--- config.mk ---
export PLATFORM = sky130hd
export DESIGN_NAME = vlos_queue
export DESIGN_NICKNAME = d
export VERILOG_FILES = /design/src/design/voxel_line_of_sight_macros.svh /design/src/design/vlos_queue.sv
export SDC_FILE = /design/constraint.sdc
export NUM_CORES = 1
export LEC_CHECK = 0
export BUFFER_PORTS_ARGS = -buffer_cell sky130_fd_sc_hd__buf_2
export CAP_MARGIN = 40
export CORE_ASPECT_RATIO = 1.4
export CORE_UTILIZATION = 55
export CTS_CLUSTER_DIAMETER = 100
export DETAILED_ROUTE_END_ITERATION = 8
export GPL_ROUTABILITY_DRIVEN = 0
export PLACE_DENSITY = 0.86
export SETUP_SLACK_MARGIN = 0.3
export SLEW_MARGIN = 40
export SYNTH_ARGS = -nofsm -noshare
export SYNTH_HDL_FRONTEND = slang
export SYNTH_SLANG_ARGS = --single-unit
--- constraint.sdc ---
create_clock -name clock -period 2.3 [get_ports clock]
set_input_delay 0.23 -clock clock [delete_from_list [all_inputs] [get_ports clock]]
set_output_delay 0.23 -clock clock [all_outputs]
set_load 0.1 [all_outputs]
--- src/design/voxel_line_of_sight_macros.svh ---
// assertion macros shared by the voxel line-of-sight design
`ifndef VOXEL_LINE_OF_SIGHT_MACROS_SVH
`define VOXEL_LINE_OF_SIGHT_MACROS_SVH
`ifndef SYNTHESIS
// same-cycle implication check
`define VLOS_ASSERT_IMP(label, clk, rst, ante, cons) \
   label: assert property (@(posedge clk) disable iff (rst) (ante) |-> (cons)) \
      else $error("voxel_line_of_sight: same-cycle check failed");
// next-cycle implication check
`define VLOS_ASSERT_NXT(label, clk, rst, ante, cons) \
   label: assert property (@(posedge clk) disable iff (rst) (ante) |=> (cons)) \
      else $error("voxel_line_of_sight: next-cycle check failed");
`else
`define VLOS_ASSERT_IMP(label, clk, rst, ante, cons)
`define VLOS_ASSERT_NXT(label, clk, rst, ante, cons)
`endif
`endif

--- src/design/vlos_queue.sv ---
// small show-ahead fifo between the front and back parts
module vlos_queue #(
   parameter int WIDTH = 8,
   parameter int DEPTH = 4
) (
   input  logic             clock,
   input  logic             reset,
   input  logic             push_valid,
   input  logic [WIDTH-1:0] push_data,
   output logic             full,
   input  logic             pop,
   output logic             pop_valid,
   output logic [WIDTH-1:0] pop_data
);

   localparam int PW = $clog2(DEPTH);
   localparam int CW = $clog2(DEPTH + 1);
   localparam logic [PW-1:0] LAST_PTR = PW'(DEPTH - 1);

   logic [WIDTH-1:0] data_ff [DEPTH];
   logic [PW-1:0]    wr_ptr_ff, wr_ptr_in;
   logic [PW-1:0]    rd_ptr_ff, rd_ptr_in;
   logic [CW-1:0]    count_ff, count_in;
   logic             push_ok, pop_ok;

   assign full      = (count_ff == CW'(DEPTH));
   assign pop_valid = (count_ff != '0);
   assign pop_data  = data_ff[rd_ptr_ff];
   assign push_ok   = push_valid && !full;
   assign pop_ok    = pop && pop_valid;

   always_comb begin
      wr_ptr_in = wr_ptr_ff;
      rd_ptr_in = rd_ptr_ff;
      count_in  = count_ff;
      if (push_ok) begin
         wr_ptr_in = (wr_ptr_ff == LAST_PTR) ? '0 : wr_ptr_ff + PW'(1);
      end
      if (pop_ok) begin
         rd_ptr_in = (rd_ptr_ff == LAST_PTR) ? '0 : rd_ptr_ff + PW'(1);
      end
      if (push_ok && !pop_ok) begin
         count_in = count_ff + CW'(1);
      end else if (pop_ok && !push_ok) begin
         count_in = count_ff - CW'(1);
      end
   end

   always_ff @(posedge clock) begin
      if (reset) begin
         wr_ptr_ff <= '0;
         rd_ptr_ff <= '0;
         count_ff  <= '0;
      end else begin
         wr_ptr_ff <= wr_ptr_in;
         rd_ptr_ff <= rd_ptr_in;
         count_ff  <= count_in;
      end
   end

   always_ff @(posedge clock) begin
      if (push_ok) begin
         data_ff[wr_ptr_ff] <= push_data;
      end
   end

endmodule

-- Word level (Yosys, flattened, before mapping)
Memory sizes are Yosys's and may differ from the RTL's. A register that Yosys moved wholly into a read port is not among the register bits.
Index checks and enable logic that the tools add are counted.
- equality and inequality tests: 3
- add/subtract/negate cells: 4
- reductions and logical operators: 9
- muxes and demuxes: 8
- operator list (cell ; count):
    $mux 2 ; 4
    $mux 3 ; 2
    $add 2x1->2 const B ; 2
    $eq 2x2->1 const B ; 2
    $logic_and 1x1->1 ; 4
    $add 3x1->3 const B ; 1
    $eq 3x3->1 const B ; 1
    $logic_not 1->1 ; 3
    $reduce_bool 3->1 ; 1
    $sub 3x1->3 const B ; 1
    $mux 1 ; 2
    $reduce_bool 2->1 ; 1
- memory bits (writable): 32
- word-level logic and storage cells: 28
- memories kept: 1
- flip-flop bits (word level): 7
- output and inout bits: 10
- memory list (memory ; words ; bits a word ; read ports ; clocked after Yosys merged registers in ; write ports ; line ; text):
    data_ff ; 4 ; 8 ; 1 ; 1 ; 1 ; vlos_queue.sv:20 ; logic [WIDTH-1:0] data_ff [DEPTH];

-- Logic depth before layout (Yosys ltp)
Gate-level depths: netlist of run 1.
- depth after elaboration: 7
- depth in mapped cells: 10
- depth with buffers taken out: 9

-- Least setup slack after synthesis of run 1
Ideal clock, no wire load.
- path type: register to register
- from: register count_ff[0]
- to: register count_ff[2]
- period minus slack after synthesis: 2167 ps
- data arrival time: 2096 ps
- path slack: 133 ps
- library setup time: 70 ps
- path buffers: 1
- stages on the path, launching flop included: 11
- cells stage by stage: dfxtp_1 -> or3b_1 -> buf_6 -> clkinv_8 -> nor2_4 -> ha_1 -> inv_1 -> fa_1 -> xor2_1 -> or3_1 -> a21oi_1
- word-level cells in the longest chain between the ends: 6
- elaborated cells on any way between the ends: 14
- those cells by class: add/sub (2); eq/ne (1); mux (2); reduce/logical (9)
- RTL lines (element ; line ; text):
    start: declaration ; vlos_queue.sv:23 ; logic [CW-1:0] count_ff, count_in;
    start signal: assignment ; vlos_queue.sv:57 ; count_ff <= count_in;
    $eq 3x3->1 * ; vlos_queue.sv:26 ; assign full = (count_ff == CW'(DEPTH));
    named net full ; vlos_queue.sv:10 ; output logic full,
    $logic_not 1->1 * ; vlos_queue.sv:29 ; assign push_ok = push_valid && !full;
    $logic_and 1x1->1 * ; vlos_queue.sv:29 ;
    named net push_ok ; vlos_queue.sv:24 ; logic push_ok, pop_ok;
    $logic_not 1->1 ; vlos_queue.sv:44 ; end else if (pop_ok && !push_ok) begin
    $logic_and 1x1->1 ; vlos_queue.sv:44 ;
    $reduce_bool 2->1 (no line) ; - ;
The timed path passes the listed nets; every way through them passes the cells marked *. The select of a mux whose other input is x is not followed.
A chain may end at the register's enable or synchronous reset.

-- Worst setup path after layout of run 1
- from: register count_ff[2]
- to: register count_ff[2]
- word-level cells in the longest chain between the ends: 6
- elaborated cells on any way between the ends: 14
- those cells by class: add/sub (2); eq/ne (1); mux (2); reduce/logical (9)
- RTL lines (element ; line):
    $eq 3x3->1 * ; vlos_queue.sv:26
    $logic_not 1->1 * ; vlos_queue.sv:29
    $logic_and 1x1->1 * ; vlos_queue.sv:29
    named net push_ok ; vlos_queue.sv:24
    $logic_not 1->1 ; vlos_queue.sv:44
    $logic_and 1x1->1 ; vlos_queue.sv:44
    $reduce_bool 2->1 (no line) ; -
Marked as above.

==> flow_summary.ini, run 1 <==
[floorplan]
core_sq_um = 2878
die_x_um = 48.58
rows = 23
dieArea_sq_um = 3264
start_util_pct = 58.04
die_h_um = 67.21
ios = 22

[worst_setup_path]
slowest_delay_ps = 370
worstPathMaxFanout = 6
path_buf_inv = 2
worstSetupPathType = reg -> reg
rrSetupSlack_ps = 200
crit_chain = or3b_4 > clkinv_8 > nor2_4 > ha_2 > inv_1 > fa_2 > xor2_1 > or3_1 > a21oi_2
r2r_end = count_ff[2]
cp.depth = 9
required_ps = 2530
end_kind = flip-flop
r2r-start = count_ff[2]
worst_setup_path_start_kind = flip-flop
slowest_stage = or3_1
critical-path-top-delay-family = simple AND/OR/NAND/NOR gates
cp.arrival_ps = 2320
rr_worst_depth = 9

[synthesis]
yosys.cell_count.top_type = edfxtp_1
yosysUniqueCellTypes = 27
seq_area_frac_synth_pct = 68.31
synth_enable_flop_cells = 32
ys_warn_count = 0
synth_top_area_share_pct = 57.53
avgSynthCellArea_sq_um = 18.16
synth_seq_cells = 41
synthCells = 92
synth_top_cell_by_area = edfxtp_1
synth-async-reset-ratio_pct = 0
syn_nets = 111
synthTopCellsByCount = edfxtp_1 (32), dfxtp_1 (9), mux4_2 (8), ha_1 (6), and3_1 (4)
ys.flop_type = edfxtp_1
synth_area_leaders = edfxtp_1 (58%), dfxtp_1 (11%), mux4_2 (11%), ha_1 (4.5%), and3_1 (1.5%)
syn_area_sq_um = 1670

[power]
p_total_mw = 2.480
peakVddDrop_mv = 0.7964
p_per_area_nw_per_um2 = 1284
leakage_nw = 0.7279

[clock_network]
htree_levels = 2
cts_buffer_depth = 2
clock_latency_ps = 290
postCtsHoldBufs = 0
cts-root-buf = clkbuf_8
cts_tree = done
cts_made_buffers = 5
cts.clk_slew.worst_paths_ps = 80
numClockSinks = 41

[cells_and_area]
num-nets-final = 139
area_delta_synth_final_pct = 15.66
finalNonFillerCells = 158
layout-drive-gt1-share_pct = 44.63
fin_area_sq_um = 1932
antenna_cells = 0
fillers = 202

[timing]
rsz0062_at_grt = true
tightest_slew_ps = 487.6
slew_viol_final = 0
fmax_ghz = 0.4771
hold_viol_final = 0
layout_min_cycle_time_ps = 2096
setup_viol = 0
fin_crit_sh_pct = 91.12
fin_skew_ps = 8.057
tns_ps = 0
max-slew-margin-rel_pct = 67.71

[grt]
antenna_found_initial = 0
grt_pass1_wl_mm = 3.981
grt_pass1_vias = 894
grt_overflow = 0
grtUsageTotal_pct = 18.10
grt_max_degree = 14

[drt]
drt_iter0_drc = 34
drtAntennaViolNets = 0
viasPerCell = 5.589
vias = 883
first_pass_iters = 4
wl_per_cell_um = 15.93
drt-total-wl_mm = 2.517
drc = 0

[hold_path]
holdPathEnd = data_ff[3][2]
min-delay-start = push_data[2]
min_path_cells = 1
hold_class = in -> reg

[placement]
post_dp_cell_area_sq_um = 1817
hpwl_mm = 1.813
io_buffers = 21
dp.cells = 147

[job]
drv_cap = 0

[status]
status = finished clean
-- worst register-to-register path, cell delays in order, from the launching register on --
cell	delay (ps)
dfxtp_2	340
or3b_4	300
clkinv_8	60
nor2_4	80
ha_2	180
inv_1	50
fa_2	330
xor2_1	160
or3_1	370
a21oi_2	150
-- logic make-up after synthesis --
| kind of cell | synth area share [%] |
|---|---|
| buffers and inverters | 4.119 |
| AOI/OAI and AO/OA | 3.220 |
| DFF | 68.31 |
| adders and majority gates | 5.693 |
| and+or+nand+nor | 5.617 |
| muxes | 11.98 |
| xor gates and xnor gates | 1.049 |
-- area by class of cell --
| cell class | instances | area, sq um | share of cell area (%) |
|---|---|---|---|
| clock buffer | 6 | 72.57 | 3.756 |
| clock inverter | 2 | 12.51 | 0.6477 |
| sequential | 41 | 1149 | 59.46 |
| multi-input combinational | 42 | 471.7 | 24.42 |
| tap | 37 | 46.29 | 2.396 |
| timing repair buffer | 25 | 135.1 | 6.995 |
| inverter | 5 | 45.04 | 2.332 |
-- where the power goes --
part	switching, mW	internal (mW)
clock network	0.227	0.215
logic	0.760	0.277
registers	0.0894	0.912
total	1.08	1.40
-- through the flow --
step           hold WS, ps  setup WS (ps)  util (%)
6_report             153.6          204.2     67.13
5_1_grt              146.7          127.5     67.13
4_1_cts              140.7          180.3     66.22
3_5_place_dp         447.5          77.36     63.13
3_3_place_gp         440.9          198.6     63.13
2_1_floorplan        328.9          237.1         -
-- metal layers --
| metal | global-route usage (%) | routed length, um | vias up |
|---|---|---|---|
| li1 | - | - | 406 |
| met1 | 16.43 | 858 | 449 |
| met2 | 34.68 | 1479 | 22 |
| met3 | 5.405 | 112 | 6 |
| met4 | 12.13 | 67 | 0 |
| met5 | 0 | 0 | - |
-- state kept, by name (all words and copies together), names as in the netlist, named ones only --
signal     flops
count_ff       3
wr_ptr_ff      2
data_ff       32
rd_ptr_ff      2
-- how the worst max path moves through the flow --
stage                      from  slack, ps           to
floorplan           count_ff[2]        240  count_ff[2]
global placement    count_ff[2]        200  count_ff[2]
detailed placement  count_ff[1]         80  count_ff[2]
CTS                 count_ff[2]        180  count_ff[2]
global route        count_ff[2]        130  count_ff[2]
finish              count_ff[2]        200  count_ff[2]
-- layout by cell type (no fill, tap or decap), types with 2 or more instances in the layout --
cell / instances
edfxtp_1: 32
buf_2: 21
mux4_2: 8
ha_1: 5
dfxtp_1: 5
clkbuf_8: 5
and3_1: 4
buf_4: 4
or3_1: 3
inv_1: 3
nor2_1: 3
dfxtp_2: 3
o31ai_2: 2
xor2_1: 2
nand3_1: 2
mux2i_1: 2
a21oi_2: 2
inv_4: 2
-- repair_timing --
item	in CTS	in global routing
endpoints found under the setup margin	10	1
setup buffers	0	3
gates resized for setup	2	1
pin swaps	0	4
(Power assumes the default switching activity.)
==> run 2: changes to the inputs <==
Settings changed: ABC_AREA set to 1, CORE_UTILIZATION 55 to 56, PLACE_DENSITY 0.86 to 0.87.
==> run 2 against run 1 <==
Effect of this change:
- worst hold slack worse by 60 ps
- sequential share of layout area down 2.9 points
- via count up 27%
- synthesized area up 1.8%
- synthesized cell count up 59%
- non-clock buffer count unchanged
- global-route usage up 2.8 points
- die area about the same
- final cell count up 35%
- register-to-register slack better by 180 ps
- clock skew up 3.4 ps
==> flow_summary.ini, run 2 <==
[floorplan]
rows = 23
core_sq_um = 2878
die_h_um = 67.20
start_util_pct = 59.09
die_x_um = 48.57
ios = 22
dieArea_sq_um = 3264

[grt]
grtUsageTotal_pct = 20.86
grt_max_degree = 18
grt_overflow = 0
antenna_found_initial = 0
globalRouteMet1Util_pct = 19.39
grt_pass1_vias = 1155
met2_usage_pct = 39.44
grt_pass1_wl_mm = 4.802
grt_util_met3_pct = 6.306
busiest_layer = met2

[job]
drv_cap = 0

[drt]
vias = 1120
drtAntennaViolNets = 0
drc = 0
drt-total-wl_mm = 2.935
drt_iter0_drc = 33
viasPerCell = 5.234
wl_per_cell_um = 13.71
first_pass_iters = 6

[synthesis]
synthCells = 146
syn_nets = 165
syn_area_sq_um = 1700
avgSynthCellArea_sq_um = 11.65
synth_enable_flop_cells = 32
ys_warn_count = 0
synthTopCellsByCount = edfxtp_1 (32), nor2_1 (32), inv_1 (16), o21ai_0 (13), nand2_1 (11)
ys.flop_type = edfxtp_1
synth_seq_cells = 41
synth_area_leaders = edfxtp_1 (57%), dfxtp_1 (11%), nor2_1 (7.1%), ha_1 (4.4%), o21ai_0 (3.8%)
synth-async-reset-ratio_pct = 0
synth_top_area_share_pct = 56.51
seq_area_frac_synth_pct = 67.11
synth_top_cell_by_area = edfxtp_1
yosysUniqueCellTypes = 20

[cells_and_area]
antenna_cells = 0
largest_reg_flops = 32
fillers = 207
multiInputGateArea_sq_um = 528.0
num-nets-final = 195
fin_area_sq_um = 2024
seqCellArea_sq_um = 1145
final_cell_mix = nor2_1 (32), edfxtp_1 (32), buf_2 (17)
reg_top3 = data_ff: 32 flops, count_ff: 3 flops
layout-drive-gt1-share_pct = 28.25
top_register = data_ff
area_delta_synth_final_pct = 19.06

[clock_network]
postCtsSetupBuffers = 0
postCtsHoldBufs = 0
numClockSinks = 41
cts.clk_slew.worst_paths_ps = 80
cts_tree = done
clock_latency_ps = 290
cts-root-buf = clkbuf_8
cts_made_buffers = 5
htree_levels = 2
cts_buffer_depth = 2

[worst_setup_path]
crit_chain = inv_1 > o21ai_0 > o22ai_2 > buf_2
slowest_delay_ps = 440
required_ps = 2070
worstPathMaxFanout = 9
slowest_stage = buf_2
cp.arrival_ps = 1680
rr_worst_depth = 9
worstSetupPathType = reg -> out
end_kind = output port
worst_setup_path_start_kind = flip-flop

[status]
status = finished clean

[timing]
rsz0062_at_grt = false
fin_crit_sh_pct = 83.20
fin_skew_ps = 11.44
hold_viol_final = 0
slew_viol_final = 0
setup_viol = 0
layout_min_cycle_time_ps = 1914
fmax_ghz = 0.5226
tightest_slew_ps = 484.6
tns_ps = 0
max-slew-margin-rel_pct = 67.91

[hold_path]
min_path_cells = 2
hold_class = in -> reg

[placement]
hpwl_mm = 2.031
io_buffers = 21
post_dp_cell_area_sq_um = 1914
[run 2: cell types whose count changed after synthesis, sizes merged, moves of 3 or more]
cell   change
nand2     +13
or3        -3
inv       +14
nor2      +29
mux4       -8
and3       -4
o22ai      +8
o21ai     +15
[run 2: repair_timing]
action                                  CTS  global route
gates resized for setup                   1             5
endpoints found under the hold margin     0             0
endpoints found under the setup margin    8             5
[run 2: critical path, delay by kind of cell (launching register included)]
kind                   cells  cell delay [ps]
buffers and inverters      2              700
DFF                        1              420
AOI/OAI and AO/OA          2              260
[run 2: stage by stage]
step                      worst slack [ps]  std cells  hold WS, ps  utilization (%)
after global routing                 304.8        214        97.36            70.35
after detailed placement             419.9        206        407.3            66.52
after global placement               501.1        206        403.3            66.52
final                                386.5        214        93.60            70.35
after CTS                            339.1        214        88.53            69.91
after floorplan                      415.8        146        302.4                -
[run 2: path summary, 6_finish.rpt]
path | slack, ps | startpoint | to
max reg2reg | 390 | count_ff[1] | count_ff[1]
max | 390 | flip-flop | pop_data[1]
min reg2reg | 540 | rd_ptr_ff[1] | flip-flop
min | 90 | reset | count_ff[0]
[run 2: cell families after synthesis]
logic type      count (synthesis)  synth area share, %
simple gates                   51                12.51
flops                          41                67.11
buf+inv                        19                5.077
xor+xnor                        1               0.5152
compound gates                 27                9.198
fa+ha+maj                       7                5.592
[run 2: metal layers]
layer	wire length (um)	vias to the layer above
met3	98	5
met2	1604	20
met5	0	-
li1	-	555
met4	68	0
met1	1163	540
[run 2: final cells by class]
| class | instances | share of cell area, % |
|---|---|---|
| Sequential cell | 41 | 56.55 |
| Multi-Input combinational cell | 86 | 26.08 |
| Timing Repair Buffer | 25 | 7.169 |
| Clock buffer | 6 | 4.079 |
| Inverter | 17 | 3.152 |
| Tap cell | 37 | 2.287 |
| Clock inverter | 2 | 0.6799 |
Power of run 2 is not shown: default switching activity piles up to over one toggle a cycle in this logic, so the estimate is an artifact.
