==> src/design/voxel_line_of_sight_macros.svh <==
// assertion macros shared by the voxel line-of-sight design
`ifndef VOXEL_LINE_OF_SIGHT_MACROS_SVH
`define VOXEL_LINE_OF_SIGHT_MACROS_SVH
`ifndef SYNTHESIS
// same-cycle implication check
`define VLOS_ASSERT_IMP(label, clk, rst, ante, cons) \
   label: assert property (@(posedge clk) disable iff (rst) (ante) |-> (cons)) \
      else $error("voxel_line_of_sight: same-cycle check failed");
// next-cycle implication check
`define VLOS_ASSERT_NXT(label, clk, rst, ante, cons) \
   label: assert property (@(posedge clk) disable iff (rst) (ante) |=> (cons)) \
      else $error("voxel_line_of_sight: next-cycle check failed");
`else
`define VLOS_ASSERT_IMP(label, clk, rst, ante, cons)
`define VLOS_ASSERT_NXT(label, clk, rst, ante, cons)
`endif
`endif

==> src/design/vlos_pkg.sv <==
// shared types and constants of the voxel line-of-sight design
package vlos_pkg;

   // coordinate field widths
   localparam int X_W = 6;
   localparam int Y_W = 6;
   localparam int Z_W = 7;

   // width that holds any grid dimension (up to 2047)
   localparam int LIM_W = 11;

   typedef enum logic {
      CMD_WRITE = 1'b0,
      CMD_QUERY = 1'b1
   } command_type;

   typedef struct packed {
      logic [X_W-1:0] x;
      logic [Y_W-1:0] y;
      logic [Z_W-1:0] z;
   } coord_type;

   typedef struct packed {
      command_type command;
      coord_type   src;
      coord_type   dst;
      logic        opaque;
   } item_type;

   typedef struct packed {
      logic clearing;
      logic busy;
   } back_status_type;

endpackage

==> src/design/vlos_front.sv <==
// front part: takes request words and works out their grid addresses
module vlos_front #(
   parameter int GRID_X = 64,
   parameter int GRID_Y = 64,
   parameter int GRID_Z = 128,
   localparam int ADDR_W = $clog2(GRID_X * GRID_Y * GRID_Z)
) (
   input  logic                      clock,
   input  logic                      reset,
   input  logic                      hold,
   input  logic                      req_valid,
   output logic                      req_stall,
   input  logic                      req_command,
   input  logic [vlos_pkg::X_W-1:0]  req_src_x,
   input  logic [vlos_pkg::Y_W-1:0]  req_src_y,
   input  logic [vlos_pkg::Z_W-1:0]  req_src_z,
   input  logic [vlos_pkg::X_W-1:0]  req_dst_x,
   input  logic [vlos_pkg::Y_W-1:0]  req_dst_y,
   input  logic [vlos_pkg::Z_W-1:0]  req_dst_z,
   input  logic                      req_cell_is_opaque,
   output logic                      push_valid,
   output vlos_pkg::item_type        push_item,
   output logic [ADDR_W-1:0]         push_src_addr,
   output logic [ADDR_W-1:0]         push_dst_addr,
   input  logic                      push_full
);

   import vlos_pkg::*;

   localparam logic [ADDR_W-1:0] Y_MUL = ADDR_W'(GRID_Y);
   localparam logic [ADDR_W-1:0] Z_MUL = ADDR_W'(GRID_Z);

   logic              s1_valid_ff, s1_valid_in;
   item_type          s1_item_ff, s1_item_in;
   logic [ADDR_W-1:0] s1_sxy_ff, s1_sxy_in;
   logic [ADDR_W-1:0] s1_dxy_ff, s1_dxy_in;
   logic              s2_valid_ff, s2_valid_in;
   item_type          s2_item_ff;
   logic [ADDR_W-1:0] s2_src_addr_ff, s2_src_addr_in;
   logic [ADDR_W-1:0] s2_dst_addr_ff, s2_dst_addr_in;
   logic              accept, s1_move, s1_free, s2_free, s2_push;

   assign s2_push   = s2_valid_ff && !push_full;
   assign s2_free   = !s2_valid_ff || !push_full;
   assign s1_move   = s1_valid_ff && s2_free;
   assign s1_free   = !s1_valid_ff || s2_free;
   assign req_stall = hold || !s1_free;
   assign accept    = req_valid && !req_stall;

   // stage 1: x*GRID_Y + y
   always_comb begin
      s1_item_in.command = command_type'(req_command);
      s1_item_in.src     = '{x: req_src_x, y: req_src_y, z: req_src_z};
      s1_item_in.dst     = '{x: req_dst_x, y: req_dst_y, z: req_dst_z};
      s1_item_in.opaque  = req_cell_is_opaque;
      s1_sxy_in = ADDR_W'(req_src_x) * Y_MUL + ADDR_W'(req_src_y);
      s1_dxy_in = ADDR_W'(req_dst_x) * Y_MUL + ADDR_W'(req_dst_y);
   end

   // stage 2: (x*GRID_Y + y)*GRID_Z + z
   assign s2_src_addr_in = s1_sxy_ff * Z_MUL + ADDR_W'(s1_item_ff.src.z);
   assign s2_dst_addr_in = s1_dxy_ff * Z_MUL + ADDR_W'(s1_item_ff.dst.z);

   always_comb begin
      s1_valid_in = s1_valid_ff;
      s2_valid_in = s2_valid_ff;
      if (accept) begin
         s1_valid_in = 1'b1;
      end else if (s1_move) begin
         s1_valid_in = 1'b0;
      end
      if (s1_move) begin
         s2_valid_in = 1'b1;
      end else if (s2_push) begin
         s2_valid_in = 1'b0;
      end
   end

   always_ff @(posedge clock) begin
      if (reset) begin
         s1_valid_ff <= 1'b0;
         s2_valid_ff <= 1'b0;
      end else begin
         s1_valid_ff <= s1_valid_in;
         s2_valid_ff <= s2_valid_in;
      end
      if (accept) begin
         s1_item_ff <= s1_item_in;
         s1_sxy_ff  <= s1_sxy_in;
         s1_dxy_ff  <= s1_dxy_in;
      end
      if (s1_move) begin
         s2_item_ff     <= s1_item_ff;
         s2_src_addr_ff <= s2_src_addr_in;
         s2_dst_addr_ff <= s2_dst_addr_in;
      end
   end

   assign push_valid    = s2_valid_ff;
   assign push_item     = s2_item_ff;
   assign push_src_addr = s2_src_addr_ff;
   assign push_dst_addr = s2_dst_addr_ff;

endmodule

==> config.mk <==
export PLATFORM = sky130hd
export DESIGN_NAME = vlos_front
export DESIGN_NICKNAME = d
export VERILOG_FILES = /design/src/design/voxel_line_of_sight_macros.svh /design/src/design/vlos_pkg.sv /design/src/design/vlos_front.sv
export SDC_FILE = /design/constraint.sdc
export NUM_CORES = 1
export LEC_CHECK = 0
export ABC_CLOCK_PERIOD_IN_PS = 5590
export BUFFER_PORTS_ARGS = -buffer_cell sky130_fd_sc_hd__clkbuf_2
export CELL_PAD_IN_SITES_DETAIL_PLACEMENT = 1
export CELL_PAD_IN_SITES_GLOBAL_PLACEMENT = 1
export CORE_AREA = 5 5 92 94
export CTS_CLUSTER_DIAMETER = 150
export DETAILED_ROUTE_END_ITERATION = 12
export DIE_AREA = 0 0 97 99
export GPL_ROUTABILITY_DRIVEN = 0
export HOLD_SLACK_MARGIN = 0.15
export PLACE_DENSITY_LB_ADDON = 0.12
export SYNTH_ARGS = -nofsm -noshare
export SYNTH_HDL_FRONTEND = slang
export SYNTH_SLANG_ARGS = --single-unit
==> constraint.sdc <==
create_clock -name clock -period 5.59 [get_ports clock]
set_clock_uncertainty 0.2 [all_clocks]
set_input_delay 1.3975 -clock clock [delete_from_list [all_inputs] [get_ports clock]]
set_output_delay 1.3975 -clock clock [all_outputs]
set_load 0.005 [all_outputs]
# After elaboration in Yosys (flattened, before gate mapping)
# Cells that the tools add are included.
# word_totals
inputBits,45
register_bits,144
elab_cells,43
# classes
n_mux,4
reduce_logical,13
n_addsub,4
# op_table
op,n
19-bit by 7-bit adder with 19-bit output,2
12-bit by 6-bit adder with 12-bit output,2
1-bit logical NOT,5
1-bit 2-to-1 mux,4
2-bit nonzero test,2
1-bit logical AND,3
1-bit logical OR,3

# Longest topological paths before layout
# Gate-level depths: netlist of run 1.
# logic_depth
ltp_word,8
ltp_mapped,2
ltp_nobuf,2

# Worst setup path before layout of run 1
# Ideal clock, no wire load.
# synth_timing
path_kind,input -> register
start,input port push_full
end,"register s2_dst_addr_ff[12], in the netlist push_dst_addr[12] (enable)"
t_arrival_ns,4.347
path_buffers,0
path_stages,1
setup_ns,0.498
setup_slack_ns,0.544
path_cell_list,a21boi_0
# synth_between
elab_chain_len,3
# synth_rtl
element,line,text
"start, declared",vlos_front.sv:25,input logic push_full
1-bit logical NOT,vlos_front.sv:44,assign s2_free = !s2_valid_ff || !push_full;
1-bit logical OR,vlos_front.sv:44,
1-bit logical AND,vlos_front.sv:45,assign s1_move = s1_valid_ff && s2_free;
"end signal, assigned",vlos_front.sv:95,s2_dst_addr_ff <= s2_dst_addr_in;
"end, declared",vlos_front.sv:40,"logic [ADDR_W-1:0] s2_dst_addr_ff, s2_dst_addr_in;"
# No other way between the ends.
# A chain may end at the register's enable or synchronous reset.

# Final worst setup path of run 1
# layout_timing
start,input port push_full
end,output port req_stall
# layout_between
elab_chain_len,5
# layout_rtl
element,line,text
1-bit logical NOT,vlos_front.sv:44,
1-bit logical OR,vlos_front.sv:44,
1-bit logical OR,vlos_front.sv:46,assign s1_free = !s1_valid_ff || s2_free;
1-bit logical NOT,vlos_front.sv:47,assign req_stall = hold || !s1_free;
1-bit logical OR,vlos_front.sv:47,
"end, declared",vlos_front.sv:12,"output logic req_stall,"
# No other way between the ends.

==> impl_metrics.ini, run 1 <==
[run_status]
outcome = complete, no violations

[critical_path]
criticalPathCategory = in -> out
crit_fanout = 3
end_kind = output pin
arrival_ps = 1860
r2r_slack_ps = 3620
crit_required_ps = 3990
cp-start-kind = input pin

[timing]
layout_setup_ws_ps = 2140
slew_headroom = 0.251
rsz0062_at_grt = no
fmax_mhz = 290
hold_viol = 0
timing.hold.ws_ps = 219
timing.final.crit_share = 0.618
setup_tns_ps = 0
maxSlewViolCount = 0
setup-violations-final = 0
finalCriticalPeriod_ps = 3450
worst_pin_slew_ps = 1120

[cts]
ctsHoldBuffers = 0
cts_resized = 0
tritoncts = yes
cts_buffers = 9
clockRootBuffer = clkbuf_8
cts_sinks = 82
clkTransAtPathRegs_ps = 80
cts_setup_buffers = 0
htreeDepth = 3
cts_buffer_depth = 2
clk_latency_ps = 330

[flow_run]
max_cap_viol_count = 0

[power]
max-vdd-ir-drop_mv = 0.157
clkPwrFrac = 0.371
switching_share = 0.190
finalPower_w = 0.00120
pwr_density_cell_mw_per_mm2 = 343
seq_power_share = 0.591
leakage_nw = 1.41
power.switching_w = 0.000228
power_frac_comb = 0.038
intPower_w = 0.000968

[synthesis]
ys_warn_count = 0
yosysMostFrequentCell = edfxtp_1
synth_top_area_cell = edfxtp_1
async_reset_ff_frac = 0
ys_ff_latch = 82
synth_nets = 173
ys_types = 11
syn_avg_cell_area_um2 = 21.8
synth-main-ff-cell = edfxtp_1
synth_top_area_share = 0.859
synth_edf_count = 80
yosysSeqAreaShare = 0.873
synth_cells = 128
synth_area_leaders = edfxtp_1 86%, buf_4 10%, dfxtp_1 1.4%, nand2b_4 0.49%, nor2b_4 0.49%
synth_common_cells = 80 x edfxtp_1, 38 x buf_4, 2 x dfxtp_1
synthesis.area_mm2 = 0.00280

[routing]
vias_per_cell = 3.99
routedWlPerCell_um = 14.6
drcViolationCount = 0
drtAntennaViolNets = 0
vias = 1322
drtIter0Drc = 63
drt_pre_antenna_iters = 4
routed_wl_um = 4840

[min_path]
hold_path_class = reg -> reg

[finish]
final_net_count = 271
fillers = 755
area_growth_pct = 24.6
drive_above_1_share = 0.629
antennaDiodeCount = 0

[placed_design]
dpl_worst_slack_ps = 2130
dpl.hpwl_um = 3490
port_buffers = 124

[floorplan]
initial_core_util = 0.370
dieHeight_um = 99
io_pins = 125
die_area_mm2 = 0.00960
core_mm2 = 0.00757
row_count = 32
die_w_um = 97

[global_routing]
antenna_found_initial = 0
grt_max_degree = 41
grt_pass1_wl_um = 7760
grt_pass1_vias = 1427
gr-total-overflow = 0
track_usage = 0.108
cell type report:
class / count / area, um^2 / share of cell area
clock inverter: 5 / 81.3 / 0.0233
timing repair buffer: 125 / 628 / 0.180
tap: 102 / 128 / 0.0366
sequential: 82 / 2440 / 0.701
multi-input combinational: 8 / 80.1 / 0.0230
clock buffer: 9 / 124 / 0.0356
flip-flops by register name, indices dropped and copies added (netlist names):
| name | cells |
|---|---|
| push_src_addr | 2 |
| push_valid | 1 |
| s1_sxy_ff | 1 |
| s1_dxy_ff | 1 |
| s1_valid_ff | 1 |
| push_item | 36 |
| s1_item_ff | 38 |
| push_dst_addr | 2 |
worst max-delay path, stage by stage:
cell	delay (ps)
clkbuf_2	140
nand3_2	110
nand2b_1	90
clkbuf_2	110
per-layer routing:
metal	GRT usage	wire, um	share of wire	vias to the layer above
li1	-	-	-	631
met1	0.120	1790	0.37	621
met2	0.172	2530	0.52	66
met3	0.0524	477	0.099	4
met4	0.0583	38	0.0079	0
met5	0	0	0	-
layout by cell type, fill, tap and decap left out:
master	instances
a21boi_4	1
edfxtp_1	80
clkbuf_8	9
dfxtp_1	2
nor2_1	1
clkinvlp_4	1
nand2b_1	1
nand2b_4	1
buf_4	1
a21oi_2	1
clkinv_2	1
clkbuf_2	124
bufinv_16	2
a21oi_1	1
clkinv_4	1
nor2b_4	1
nand3_2	1
metrics by stage:
step | util | cell area [um^2] | std cells
global placement | 0.433 | 3280 | 317
finish | 0.460 | 3480 | 331
detailed placement | 0.433 | 3280 | 317
CTS | 0.460 | 3480 | 331
global route | 0.460 | 3480 | 331
floorplan | - | 2800 | 128
kinds of logic after synthesis:
logic type,count (synthesis),share of synthesized area
AOI/OAI and AO/OA,3,0.00761
buffers and inverters,38,0.102
DFF,82,0.873
and+or+nand+nor,5,0.0170
worst paths after layout:
check,end,start,cells after the start
worst max-delay path,req_stall,push_full,4
worst min-delay path,push_dst_addr[12]$_DFFE_PP_,s1_dxy_ff[5]$_DFFE_PP_,0
worst max register to register,s1_sxy_ff[5]$_DFFE_PP_,push_valid$_SDFFE_PP0P_,2
worst min register to register,push_dst_addr[12]$_DFFE_PP_,s1_dxy_ff[5]$_DFFE_PP_,0
power groups by stage:
stage	logic [W]	clock network, W	registers, W
after detailed placement	0.0000474	0	0.000720
after global placement	0.0000463	0	0.000719
after CTS	0.0000475	0.000459	0.000707
final	0.0000456	0.000444	0.000706
after global routing	0.0000510	0.000490	0.000709
after floorplan	0.0000202	0	0.000720
No activity file was read; power rests on OpenSTA's default activity.
==> run 2, diff against run 1 <==
--- a/config.mk
+++ b/config.mk
@@ -5,14 +5,15 @@
 export SDC_FILE = /design/constraint.sdc
 export NUM_CORES = 1
 export LEC_CHECK = 0
-export ABC_CLOCK_PERIOD_IN_PS = 5590
+export ABC_AREA = 1
+export ABC_CLOCK_PERIOD_IN_PS = 2920
 export BUFFER_PORTS_ARGS = -buffer_cell sky130_fd_sc_hd__clkbuf_2
 export CELL_PAD_IN_SITES_DETAIL_PLACEMENT = 1
 export CELL_PAD_IN_SITES_GLOBAL_PLACEMENT = 1
-export CORE_AREA = 5 5 92 94
+export CORE_AREA = 5 5 97 99
 export CTS_CLUSTER_DIAMETER = 150
 export DETAILED_ROUTE_END_ITERATION = 12
-export DIE_AREA = 0 0 97 99
+export DIE_AREA = 0 0 102 104
 export GPL_ROUTABILITY_DRIVEN = 0
 export HOLD_SLACK_MARGIN = 0.15
 export PLACE_DENSITY_LB_ADDON = 0.12
==> constraint.sdc (replaced) <==
create_clock -name clock -period 2.92 [get_ports clock]
set_clock_uncertainty 0.2 [all_clocks]
set_input_delay 0.73 -clock clock [delete_from_list [all_inputs] [get_ports clock]]
set_output_delay 0.73 -clock clock [all_outputs]
set_load 0.005 [all_outputs]
==> run 2 against run 1 <==
  * First-iteration DRC count is 41% lower
  * Sequential share of layout area increased by 0.10 points
  * Cell area down 0.14%
  * Final cell count up 4.5%
  * Combinational power up 98%
  * Sequential power rose by 91%
  * Register-to-register slack worse by 2300 ps
  * Non-clock buffer count increased by 2
  * Wire length increased by 5.2%
  * Sequential cell count stayed put
  * Largest power group unchanged
==> impl_metrics.ini, run 2 <==
[run_status]
outcome = complete, no violations

[finish]
largest_reg_flops = 38
drive_above_1_share = 0.597
final_cell_mix = 124 x clkbuf_2, 80 x edfxtp_1, 9 x clkbuf_8, 5 x inv_1
regMostFlops = s1_item_ff
final_common_cell = clkbuf_2
final_net_count = 278
area_growth_pct = 25.1
antennaDiodeCount = 0

[timing]
slew_headroom = 0.658
worst_pin_slew_ps = 513
setup-violations-final = 0
setup_tns_ps = 0
timing.hold.ws_ps = 217
timing.final.crit_share = 0.751
rsz0062_at_grt = no
fmax_mhz = 456
finalCriticalPeriod_ps = 2190
maxSlewViolCount = 0
hold_viol = 0

[synthesis]
ys_types = 9
async_reset_ff_frac = 0
synth_area_leaders = edfxtp_1 86%, buf_4 10%, dfxtp_1 1.4%, inv_1 0.67%, nand2_1 0.40%
synth_edf_count = 80
ys_warn_count = 0
synth_cells = 133
synth_top_area_share = 0.864
synth_nets = 178
synth-main-ff-cell = edfxtp_1
ys_ff_latch = 82
syn_avg_cell_area_um2 = 20.9
synth_common_cells = 80 x edfxtp_1, 38 x buf_4, 5 x inv_1
yosysMostFrequentCell = edfxtp_1
synth_top_area_cell = edfxtp_1
yosysSeqAreaShare = 0.878
synthesis.area_mm2 = 0.00278

[global_routing]
grt_pass1_wl_um = 7800
gr-total-overflow = 0
track_usage = 0.101
grt_pass1_vias = 1507
antenna_found_initial = 0
grt_max_degree = 41

[cts]
cts_sinks = 82
cts_buffer_depth = 2
htreeDepth = 3
clk_latency_ps = 330
clkTransAtPathRegs_ps = 80
cts_setup_buffers = 0
cts_resized = 0
clockRootBuffer = clkbuf_8
tritoncts = yes
ctsHoldBuffers = 0
cts_buffers = 9

[power]
intPower_w = 0.00177
power.switching_w = 0.000437
power_frac_comb = 0.041
pwr_density_cell_mw_per_mm2 = 635
switching_share = 0.198
clkPwrFrac = 0.346
max-vdd-ir-drop_mv = 0.252
seq_power_share = 0.613
leakage_nw = 1.42

[floorplan]
row_count = 34
core_mm2 = 0.00847
initial_core_util = 0.329
io_pins = 125
die_area_mm2 = 0.0106
dieHeight_um = 104
die_w_um = 102

[routing]
vias_per_cell = 3.96
drtAntennaViolNets = 0
drcViolationCount = 0
vias = 1371
routedWlPerCell_um = 14.7
drtIter0Drc = 37
drt_pre_antenna_iters = 4
routed_wl_um = 5090

[placed_design]
dpl.hpwl_um = 3750
port_buffers = 124

[critical_path]
rr_startpoint = s1_valid_ff$_SDFFE_PP0P_
r2r_cells = 3
arrival_ps = 1260
end_kind = output pin
cp-start-kind = input pin
crit_fanout = 3
r2r_end = push_item[33]$_DFFE_PP_
crit_required_ps = 1990
r2r_slack_ps = 1360
criticalPathCategory = in -> out

[min_path]
min_to = push_item[38]$_DFFE_PP_
hold_depth = 0
hold_path_class = reg -> reg
min_from = s1_item_ff[38]$_DFFE_PP_

[flow_run]
max_cap_viol_count = 0
==> run 2: cell count changes after synthesis, sizes merged <==
cell    delta
o21ai      +1
a21boi     -1
nand2      +3
nor2b      -1
inv        +5
nand2b     -2
==> run 2: layer usage <==
layer / part of all wire / global-route usage / vias to the layer above
li1: - / - / 644
met1: 0.37 / 0.107 / 648
met2: 0.52 / 0.170 / 72
met3: 0.096 / 0.0449 / 7
met4: 0.014 / 0.0422 / 0
met5: 0 / 0 / -
==> run 2: how the worst max path moves through the flow <==
stage / start / endpoint / cells after the start
floorplan: push_full / s1_dxy_ff[5]$_DFFE_PP_ / 3
global placement: push_full / req_stall / 4
detailed placement: push_full / req_stall / 4
CTS: push_full / req_stall / 4
global route: push_full / req_stall / 4
finish: push_full / req_stall / 4
==> run 2: stage by stage <==
step	cell area (um^2)	total power (W)	setup slack (ps)	util	std cells
floorplan	2790	0.00142	361	-	133
global placement	3290	0.00147	759	0.389	330
detailed placement	3290	0.00148	731	0.389	330
CTS	3480	0.00225	727	0.411	346
global route	3480	0.00232	670	0.411	346
finish	3480	0.00221	727	0.411	346
==> run 2: area by class of cell <==
type,instances,area [um^2]
fillers,881,4990
repair buffers,127,643
inverters,5,18.8
flip-flops and latches,82,2440
well taps,108,135
clock inverters,6,57.6
multi-input cells,8,53.8
clock buffers,10,128
==> run 2: power groups by stage <==
stage,combinational [W],sequential (W),clock [W]
2_1_floorplan,0.0000386,0.00138,0
3_3_place_gp,0.0000936,0.00138,0
3_5_place_dp,0.0000946,0.00138,0
4_1_cts,0.0000948,0.00135,0.000800
5_1_grt,0.000102,0.00136,0.000859
6_report,0.0000904,0.00135,0.000764
==> run 2: critical path, cell delays in order <==
cell	delay, ps
clkbuf_2	130
nand3_1	110
nand2_1	150
clkbuf_2	140
==> run 2: logic make-up (layout without fill, tap and decap cells) <==
kind of cell / count (synthesis) / count (layout) / share of synthesized area
AO/OA/AOI/OAI: 3 / 3 / 0.00540
buffers and inverters: 43 / 148 / 0.109
flip-flops: 82 / 82 / 0.878
AND/OR/NAND/NOR: 5 / 5 / 0.00719
==> run 3, diff against run 2 <==
--- a/config.mk
+++ b/config.mk
@@ -5,15 +5,15 @@
 export SDC_FILE = /design/constraint.sdc
 export NUM_CORES = 1
 export LEC_CHECK = 0
-export ABC_AREA = 1
-export ABC_CLOCK_PERIOD_IN_PS = 2920
+export ABC_AREA = 0
+export ABC_CLOCK_PERIOD_IN_PS = 2300
 export BUFFER_PORTS_ARGS = -buffer_cell sky130_fd_sc_hd__clkbuf_2
 export CELL_PAD_IN_SITES_DETAIL_PLACEMENT = 1
 export CELL_PAD_IN_SITES_GLOBAL_PLACEMENT = 1
-export CORE_AREA = 5 5 97 99
+export CORE_AREA = 5 5 92 94
 export CTS_CLUSTER_DIAMETER = 150
 export DETAILED_ROUTE_END_ITERATION = 12
-export DIE_AREA = 0 0 102 104
+export DIE_AREA = 0 0 97 99
 export GPL_ROUTABILITY_DRIVEN = 0
 export HOLD_SLACK_MARGIN = 0.15
 export PLACE_DENSITY_LB_ADDON = 0.12
==> constraint.sdc (replaced) <==
create_clock -name clock -period 2.3 [get_ports clock]
set_clock_uncertainty 0.2 [all_clocks]
set_input_delay 0.575 -clock clock [delete_from_list [all_inputs] [get_ports clock]]
set_output_delay 0.575 -clock clock [all_outputs]
set_load 0.005 [all_outputs]
==> run 3 against run 2 <==
  * Core utilization grew 5.3 points
  * Count of clock-buffer cells in the layout shrank 1
  * Via count shrank 0.58%
  * Setup slack lost 310 ps
  * First-iteration DRC count shrank 38%
  * Sequential share of layout area shrank 0.68 points
  * Largest cell class unchanged
  * Power grew 29%
  * Global-route usage grew 0.50 points
  * Hold slack lost 3.1 ps
  * Critical path type is now reg -> out
==> impl_metrics.ini, run 3 (synthesized netlist as in run 1, its figures left out) <==
[power]
intPower_w = 0.00226
leakage_nw = 1.41
finalPower_w = 0.00285
power_frac_comb = 0.042
seq_power_share = 0.603
power.switching_w = 0.000584
pwr_density_cell_mw_per_mm2 = 811
max-vdd-ir-drop_mv = 0.387
switching_share = 0.205
clkPwrFrac = 0.356

[critical_path]
crit_fanout = 4
end_kind = output pin
criticalPathCategory = reg -> out
r2r_cells = 3
cp-start-kind = register
crit_required_ps = 1520
arrival_ps = 1110

[timing]
fmax_mhz = 531
hold_viol = 0
rsz0062_at_grt = no
setup_tns_ps = 0
layout_setup_ws_ps = 418
worst_pin_slew_ps = 223
slew_headroom = 0.851
timing.hold.ws_ps = 214
finalCriticalPeriod_ps = 1880
timing.final.crit_share = 0.818
maxSlewViolCount = 0
setup-violations-final = 0

[cts]
cts_buffers = 9
clkTransAtPathRegs_ps = 80
tritoncts = yes
clk_latency_ps = 330
htreeDepth = 3
ctsHoldBuffers = 0
cts_setup_buffers = 0
clockRootBuffer = clkbuf_8
cts_sinks = 82
cts_buffer_depth = 2
cts_resized = 0

[min_path]
hold_depth = 1
hold_path_class = in -> reg

[finish]
final_net_count = 272
area_growth_pct = 25.6
final_common_cell = clkbuf_2
drive_above_1_share = 0.634
antennaDiodeCount = 0
final_cell_mix = 124 x clkbuf_2, 80 x edfxtp_1, 9 x clkbuf_8, 4 x clkinvlp_4
largest_reg_flops = 38
fillers = 782
regMostFlops = s1_item_ff

[routing]
vias = 1363
drtAntennaViolNets = 0
vias_per_cell = 4.08
drcViolationCount = 0
drtIter0Drc = 23
routedWlPerCell_um = 15.1
routed_wl_um = 5040
drt_pre_antenna_iters = 3

[placed_design]
dpl_worst_slack_ps = 471
port_buffers = 124
dpl.hpwl_um = 3760

[floorplan]
io_pins = 125
die_w_um = 97
row_count = 32
dieHeight_um = 99
die_area_mm2 = 0.00960
core_mm2 = 0.00757
initial_core_util = 0.370

[global_routing]
grt_max_degree = 41
gr-total-overflow = 0
antenna_found_initial = 0
grt_pass1_vias = 1470
track_usage = 0.106
grt_pass1_wl_um = 7640

[flow_run]
max_cap_viol_count = 0

[run_status]
outcome = complete, no violations
[run 3: path summary, 6_finish.rpt]
check,from,slack [ps],endpoint
worst min-delay path,req_dst_y[1],210,s1_item_ff[9]$_DFFE_PP_
worst max-delay path,push_valid$_SDFFE_PP0P_,420,req_stall
worst max register to register,push_valid$_SDFFE_PP0P_,880,s1_item_ff[12]$_DFFE_PP_
worst min register to register,s1_item_ff[26]$_DFFE_PP_,220,push_src_addr[6]$_DFFE_PP_
[run 3: final cells by class]
cell class              count  area [um^2]  area share
clock buffers               9          124      0.0353
clock inverters             7         77.6      0.0221
multi-input cells           8         80.1      0.0228
flip-flops and latches     82         2440       0.695
well taps                 102          128      0.0363
repair buffers            126          661       0.188
[run 3: stage by stage]
step / utilization / area (um^2) / cells
global placement: 0.438 / 3310 / 318
CTS: 0.464 / 3510 / 334
floorplan: - / 2800 / 128
finish: 0.464 / 3510 / 334
detailed placement: 0.438 / 3310 / 318
global route: 0.464 / 3510 / 334
[run 3: power groups by stage]
| stage | clock network [W] | logic, W | registers [W] |
|---|---|---|---|
| floorplan | 0 | 0.0000493 | 0.00175 |
| global placement | 0 | 0.000120 | 0.00175 |
| detailed placement | 0 | 0.000123 | 0.00175 |
| CTS | 0.00106 | 0.000123 | 0.00172 |
| global route | 0.00113 | 0.000130 | 0.00172 |
| finish | 0.00101 | 0.000118 | 0.00172 |
[run 3: worst max-delay path, cell delays in order, from the launching register on]
cell      delay (ps)
dfxtp_1          440
nand3_2          130
nand2b_1         100
clkbuf_2         110
[run 3: layer usage]
layer	GRT usage	share of wire	wire length (um)	vias up
li1	-	-	-	635
met1	0.112	0.36	1830	660
met2	0.181	0.55	2760	64
met3	0.0425	0.079	399	4
met4	0.0551	0.0087	44	0
met5	0	0	0	-
